File: src/rtl/core/cpfd_pkg.sv
// shared constants, types and handshake structs for the cell pair face deduplicator
package cpfd_pkg;

    localparam int DEF_MAX_FACES  = 1024;
    localparam int DEF_HASH_SLOTS = 2048;
    localparam int DEF_CELL_BITS  = 16;

    localparam int DIGIT_BITS     = 16;
    localparam int HASH_BITS      = 64;
    localparam int HASH_HI_BITS   = 32;
    localparam int MOD_STEP_BITS  = 5;
    localparam int EPOCH_BITS     = 8;
    localparam int FACE_OUT_BITS  = 10;
    localparam int CELL_OUT_BITS  = 16;

    localparam logic [HASH_BITS-1:0] HASH_MULT = 64'h9E37_79B9_7F4A_7C15;

    typedef enum logic [2:0] {
        T_CLEAR,
        T_IDLE,
        T_MOD,
        T_PROBE,
        T_CHECK,
        T_DONE
    } tbl_state_t;

    typedef struct packed {
        logic                      start;
        logic                      first_face;
        logic [CELL_OUT_BITS-1:0]  face_cell;
        logic [HASH_HI_BITS-1:0]   hash_hi;
    } cpfd_req_t;

    typedef struct packed {
        logic [FACE_OUT_BITS-1:0]  coarse_face;
        logic                      is_new;
        logic [CELL_OUT_BITS-1:0]  face_cell;
        logic                      overflow;
    } cpfd_res_t;

    typedef struct packed {
        logic idle;
        logic done;
    } cpfd_stat_t;

endpackage

File: src/rtl/core/cpfd_hash_cell.sv
// one cell of the hash multiplier chain: adds one key digit times the hash constant
module cpfd_hash_cell #(
    parameter int INDEX    = 0,
    parameter int KEY_PAD  = 32
) (
    input  logic                              clk,
    input  logic                              rst_n,
    input  logic                              in_valid,
    input  logic [KEY_PAD-1:0]                in_key,
    input  logic [cpfd_pkg::HASH_BITS-1:0]    in_acc,
    output logic                              out_valid,
    output logic [KEY_PAD-1:0]                out_key,
    output logic [cpfd_pkg::HASH_BITS-1:0]    out_acc
);
    import cpfd_pkg::*;

    localparam int SHIFT     = DIGIT_BITS * INDEX;
    localparam int PROD_BITS = DIGIT_BITS + HASH_BITS;

    logic                     valid_reg;
    logic [KEY_PAD-1:0]       key_reg;
    logic [HASH_BITS-1:0]     acc_reg;
    logic [HASH_BITS-1:0]     acc_next;
    logic [DIGIT_BITS-1:0]    digit;
    logic [PROD_BITS-1:0]     prod_full;
    logic [HASH_BITS-1:0]     prod_shifted;

    assign digit        = in_key[SHIFT +: DIGIT_BITS];
    assign prod_full    = PROD_BITS'(digit) * PROD_BITS'(HASH_MULT);
    // only the low 64 bits of the whole product matter
    assign prod_shifted = prod_full[HASH_BITS-1:0] << SHIFT;
    assign acc_next     = in_acc + prod_shifted;

    always_ff @(posedge clk or negedge rst_n)
    begin
        if (!rst_n)
        begin
            valid_reg <= 1'b0;
        end
        else
        begin
            valid_reg <= in_valid;
        end
    end

    always_ff @(posedge clk)
    begin
        key_reg <= in_key;
        acc_reg <= acc_next;
    end

    assign out_valid = valid_reg;
    assign out_key   = key_reg;
    assign out_acc   = acc_reg;

endmodule

File: config.mk
export PLATFORM = sky130hd
export DESIGN_NAME = cpfd_hash_cell
export DESIGN_NICKNAME = d
export VERILOG_FILES = /design/src/rtl/core/cpfd_pkg.sv /design/src/rtl/core/cpfd_hash_cell.sv
export SDC_FILE = /design/constraint.sdc
export NUM_CORES = 1
export LEC_CHECK = 0
export ABC_AREA = 1
export BUFFER_PORTS_ARGS = -buffer_cell sky130_fd_sc_hd__buf_2
export CAP_MARGIN = 20
export CORE_AREA = 4 4 268 191
export DETAILED_ROUTE_END_ITERATION = 7
export DIE_AREA = 0 0 272 195
export GPL_TIMING_DRIVEN = 0
export PLACE_DENSITY = 0.61
export SYNTH_ARGS = -nofsm -noshare
export SYNTH_HDL_FRONTEND = slang
export SYNTH_SLANG_ARGS = --single-unit
File: constraint.sdc
create_clock -name clk -period 0.8 [get_ports clk]
set_input_delay 0.08 -clock clk [delete_from_list [all_inputs] [get_ports clk]]
set_output_delay 0.08 -clock clk [all_outputs]
set_load 0.01 [all_outputs]
==> results.py, run 1 <==
metrics = {
    "drt": {
        "firstDrtPassIters": 5,
        "drcViolationCount": 0,
        "wl_per_cell_um": 21.8,
        "ant_nets": 0,
        "vias": 16700,
        "finalWirelength_um": 73900,
        "routed_via_density": 4.93,
        "drt-initial-drc-count": 1020,
    },
    "finish": {
        "antenna_cells": 0,
        "drive_above_1_share_pct": 40.9,
        "layout.nets": 3432,
        "area_delta_synth_final_pct": 43.3,
    },
    "critical_path": {
        "cpMostUsedCell": "nor2_4",
        "end_kind": "register",
        "arrival_ns": 5.10,
        "path_delay_family": "adder cells",
        "cp_slowest_cell": "fa_2",
        "worstPathBufferInverterCount": 7,
        "path_class": "input pin to register",
        "cp.required_ns": 1.10,
        "path_max_fanout": 5,
        "max_stage_delay_ns": 0.61,
        "crit_chain": "buf_16, fa_2, buf_6, nor2_4, nor2_4, buf_6, ha_4, inv_2, fa_1, fa_1, inv_1, fa_2, fa_2, ha_4, nand2_8, nor2_4, buf_6, nand2_8, nor2_4, nand3_2, nand3_4, nand2_1, inv_1, nor2_2",
        "start_kind": "input pin",
    },
    "global_routing": {
        "grt_max_degree": 23,
        "grt_util_met1_pct": 39.5,
        "antenna_found_initial": 2,
        "track_usage_pct": 27.9,
        "overflow": 0,
        "grt_pass1_vias": 17500,
        "grt_pass1_wl_um": 109000,
        "use_met2_pct": 42.2,
        "use_met3_pct": 8.56,
        "grt_busiest_layer": "met2",
    },
    "clocking": {
        "clock-sinks": 97,
        "tritoncts": "yes",
        "cts-root-buf": "clkbuf_16",
        "clk_path_buf_depth": 2,
        "numCtsBuffers": 9,
        "clk_pin_slew_ns": 0.09,
        "h-tree-depth": 3,
    },
    "run": {
        "maxCapViolCount": 0,
    },
    "timing": {
        "fmax_mhz": 208,
        "maxSlewViolCount": 0,
        "rsz0062_at_grt": "yes",
        "layout_setup_ws_ns": -4.00,
        "worstMarginPinSlew_ns": 0.537,
        "fin_crit_ns": 4.80,
        "final-hold-violation-count": 0,
        "whs_ns": 0.0557,
        "fin_crit_sh_pct": 601,
        "setup_violations": 159,
        "relSlewSlack_pct": 64.2,
    },
    "floorplanning": {
        "pin_count": 196,
        "core_um2": 48800,
        "rows": 68,
        "die_w_um": 272,
        "fp.dieH_um": 195,
        "dieArea_um2": 53000,
        "start_util_pct": 39.4,
    },
    "worst_hold_path": {
        "holdCritStartpoint": "in_acc[1]",
        "hp-class": "input pin to register",
        "hold_depth": 3,
        "hold_end": "out_acc[1]",
    },
    "place": {
        "gp_congestion": 1.02,
        "dp_hpwl_um": 59800,
        "port_buffers": 195,
        "place_ws_ns": -5.29,
    },
    "synthesis": {
        "synth_fa_ha_area_share_pct": 54.6,
        "ys_async_sr_fraction_pct": 1.03,
        "synth_top_area_cell": "fa_1",
        "synth-compound-area-share_pct": 2.76,
        "syn_area_um2": 19200,
        "synth_edf_count": 0,
        "synth_xor_area_share_pct": 1.69,
        "synthTopCellsByCount": "758 x inv_1, 499 x nand2_1, 380 x fa_1, 231 x ha_1, 96 x dfxtp_1",
        "muxShareOfSynthArea_pct": 0,
        "yosysMostFrequentCell": "inv_1",
        "syn_inst": 2334,
        "synth_top_family_by_area": "adder cells",
        "ys_types": 30,
        "ys.flop_type": "dfxtp_1",
        "synth.ff_latch_count": 97,
        "synth-simple-area-share_pct": 16.0,
        "synth_warnings": 0,
        "synth_fp_nets": 3044,
        "yosysSeqAreaShare_pct": 10.1,
        "syn_area_per_cell_um2": 8.24,
        "yosys-top-cells-area": "fa_1 40%, ha_1 15%, inv_1 15%",
        "synth_top_area_share_pct": 39.6,
    },
    "run_status": {
        "violations": "negative setup slack",
        "run_status": "finished with violations",
    },
}
[tightest hold or removal path, cell delays in order]
cell	delay (ns)
buf_2	0.10
ha_4	0.13
ha_4	0.12
[per-stage QoR]
stage | utilization (%) | area [um2] | std cells | setup TNS, ns
after floorplan | - | 20600 | 2334 | -200.03
after global placement | 45.9 | 22400 | 3194 | -283.83
after detailed placement | 46.0 | 22400 | 3195 | -273.68
after CTS | 53.1 | 25900 | 3341 | -220.70
after global routing | 56.5 | 27600 | 3392 | -231.91
final | 56.5 | 27600 | 3392 | -221.75
[timing repair]
| item | 4_1_cts | 5_1_grt |
|---|---|---|
| endpoints found under the hold margin | 31 | 0 |
| hold buffers | 32 | 0 |
| pin swaps | 182 | 172 |
| resized for setup | 493 | 318 |
| setup buffers | 98 | 52 |
| setup endpoints to repair | 160 | 159 |
[registers in the layout, summed over array words and instances, names as in the netlist]
signal / count
out_key: 32
out_acc: 64
out_valid: 1
[placed cells by master (no fill, tap or decap), types with 23 or more instances in the layout]
cell type      netlist  routed
buf_2                0     147
nor2_4               1      63
buf_6                0      65
nand3_2             10      24
dfxtp_2              0      32
nand3_1             63      30
fa_1               380     338
a21oi_2              0      23
a21oi_4              0      29
ha_4                 0      98
ha_1               231     124
nand2_2             15     153
fa_2                 0      42
dfxtp_1             96      64
nand2_4              0      72
nand2_1            499     285
inv_1              758     642
dlygate4sd3_1        0      32
nor2_1              90      27
buf_4                0     100
inv_2                2     102
[kinds of logic (layout without fill, tap and decap cells)]
family / after synthesis / after routing
XOR/XNOR: 37 / 37
AND/OR/NAND/NOR: 729 / 729
flip-flops: 97 / 97
AO/OA/AOI/OAI: 100 / 100
adder cells (fa/ha/maj): 611 / 611
buffers and inverters: 760 / 1153
[per-layer routing]
layer | share of wire [%] | wire length [um]
met2 | 43 | 32100
met1 | 43 | 31900
met3 | 11 | 8050
met4 | 2.5 | 1860
met5 | 0.018 | 13
[how the worst max path moves through the flow]
stage | slack [ns] | start | end | depth (start not counted)
3_3_place_gp | -5.36 | in_key[0] | out_acc[41] | 21
2_1_floorplan | -3.85 | in_key[6] | out_acc[60] | 20
5_1_grt | -4.15 | in_key[15] | out_acc[41] | 25
6_report | -4.00 | in_key[13] | out_acc[41] | 24
3_5_place_dp | -5.29 | in_key[5] | out_acc[62] | 20
4_1_cts | -3.95 | in_key[5] | out_acc[63] | 20
[cell type report]
class / count / area (um2)
fill: 4258 / 21200
multi-input combinational: 1477 / 18300
timing repair buffer: 377 / 3240
inverter: 760 / 2900
sequential: 97 / 1990
tap: 665 / 832
clock buffer: 9 / 225
clock inverter: 7 / 101
Power of run 1 is not shown: default switching activity piles up to over one toggle a cycle in this logic, so the estimate is an artifact.
==> run 2, diff against run 1 <==
Settings changed: PLACE_DENSITY 0.61 to 0.63.
Clock period 0.8 ns to 5.2 ns, I/O delays scaled along.
==> run 2 against run 1 <==
The flow still finishes with violations (negative setup slack). Setup slack better by 3.9 ns. Wire length down 6.2%. Via count down 4.8%. First-iteration DRC count down 4.9%. Hold slack better by 0.16 ns. Critical path depth down 1. Critical path type unchanged. Largest cell class unchanged.
==> results.py, run 2 (synthesized netlist as in run 1, its figures left out) <==
metrics = {
    "run_status": {
        "run_status": "finished with violations",
        "violations": "negative setup slack",
    },
    "timing": {
        "fin_crit_ns": 5.35,
        "layout_setup_ws_ns": -0.148,
        "maxSlewViolCount": 0,
        "final-hold-violation-count": 0,
        "setup_violations": 12,
        "rsz0062_at_grt": "yes",
        "fin_crit_sh_pct": 103,
        "fmax_mhz": 187,
        "relSlewSlack_pct": 72.4,
        "worstMarginPinSlew_ns": 0.415,
    },
    "clocking": {
        "numCtsBuffers": 9,
        "tritoncts": "yes",
        "clk_path_buf_depth": 2,
        "cts-root-buf": "clkbuf_16",
        "h-tree-depth": 3,
        "clk_pin_slew_ns": 0.10,
        "clock-sinks": 97,
    },
    "place": {
        "dp_hpwl_um": 58400,
        "dpl_cell_area_um2": 21100,
        "placed_cells": 3195,
        "port_buffers": 195,
        "gp_congestion": 1.02,
    },
    "global_routing": {
        "antenna_found_initial": 1,
        "track_usage_pct": 26.5,
        "grt_pass1_wl_um": 103000,
        "grt_max_degree": 27,
        "grt_pass1_vias": 16800,
        "overflow": 0,
    },
    "finish": {
        "largest_reg_flops": 64,
        "final_area_um2": 25100,
        "drive_above_1_share_pct": 30.2,
        "area_delta_synth_final_pct": 30.6,
        "instances_no_fill": 3340,
        "final_cell_mix": "707 x inv_1, 373 x nand2_1, 352 x fa_1",
        "antenna_cells": 0,
        "layout.nets": 3380,
        "layout.cells.most_common": "inv_1",
        "fillCellCount": 4592,
    },
    "critical_path": {
        "arrival_ns": 5.72,
        "start_kind": "input pin",
        "cp-startpoint": "in_key[2]",
        "cp_slowest_cell": "fa_2",
        "path_class": "input pin to register",
        "path_max_fanout": 5,
        "cp.required_ns": 5.57,
        "crit_chain": "buf_16, fa_2, buf_12, buf_4, fa_2, fa_1, fa_1, inv_1, fa_1, inv_1, fa_2, ha_4, nand2_4, nor2_4, nand2_2, buf_4, nor2_1, nand2_1, nand2_2, inv_1, nand2_2, nand2_1, nand2_1",
        "max_stage_delay_ns": 0.57,
        "end_kind": "register",
    },
    "worst_hold_path": {
        "holdCritStartpoint": "in_key[20]",
        "hp-class": "input pin to register",
        "hold_depth": 1,
    },
    "drt": {
        "drt-initial-drc-count": 970,
        "routed_via_density": 4.77,
        "finalWirelength_um": 69300,
        "firstDrtPassIters": 7,
        "drcViolationCount": 0,
        "wl_per_cell_um": 20.7,
        "ant_nets": 0,
        "vias": 15900,
    },
    "run": {
        "maxCapViolCount": 0,
    },
    "floorplanning": {
        "dieArea_um2": 53000,
        "die_w_um": 272,
        "start_util_pct": 39.4,
        "core_um2": 48800,
        "pin_count": 196,
        "rows": 68,
        "fp.dieH_um": 195,
    },
}
==> run 2: timing repair <==
action                                  4_1_cts  5_1_grt
resized for setup                           358      324
endpoints found under the setup margin       47       44
endpoints found under the hold margin         1        0
buffers inserted                             63       66
hold buffers                                  1        0
pin swaps                                    91      173
==> run 2: area by class of cell <==
class / instances / area, um2 / area share, %
Clock buffer: 9 / 225 / 0.897
Clock inverter: 7 / 78.8 / 0.314
Inverter: 760 / 2880 / 11.5
Multi-Input combinational cell: 1477 / 16700 / 66.6
Sequential cell: 97 / 1950 / 7.76
Tap cell: 665 / 832 / 3.31
Timing Repair Buffer: 325 / 2410 / 9.59
==> run 2: per-layer routing <==
layer	GRT usage [%]	part of all wire [%]	up-vias
met5	0	0.16	-
met4	5.72	2.2	2
met3	8.79	9.8	76
met2	39.6	43	589
met1	37.6	45	7841
li1	-	-	7408
==> run 2: worst max-delay path: cells and delay by family <==
family | cells | cell delay, ns
adder cells (fa/ha/maj) | 7 | 3.48
buffers and inverters | 7 | 0.79
AND/OR/NAND/NOR | 9 | 0.93
==> run 2: path summary, 6_finish.rpt <==
kind,slack [ns],to
worst min-delay path,0.22,out_key[20]
max in group asynchronous,4.70,out_valid
min in group asynchronous,0.42,out_valid
worst max-delay path,-0.15,out_acc[63]
==> run 2: per-stage QoR <==
| stage | worst slack [ns] | setup TNS [ns] | hold WS (ns) | utilization [%] |
|---|---|---|---|---|
| detailed placement | -1.95 | -63.64 | 0.296 | 43.2 |
| finish | -0.148 | -0.849 | 0.220 | 51.5 |
| floorplan | -0.00351 | -0.00351 | 0.224 | - |
| global route | -0.217 | -3.28 | 0.198 | 51.5 |
| global placement | -1.97 | -67.62 | 0.294 | 43.2 |
| CTS | -0.0535 | -0.270 | 0.193 | 47.8 |
Power of run 2 is left out for the same reason.
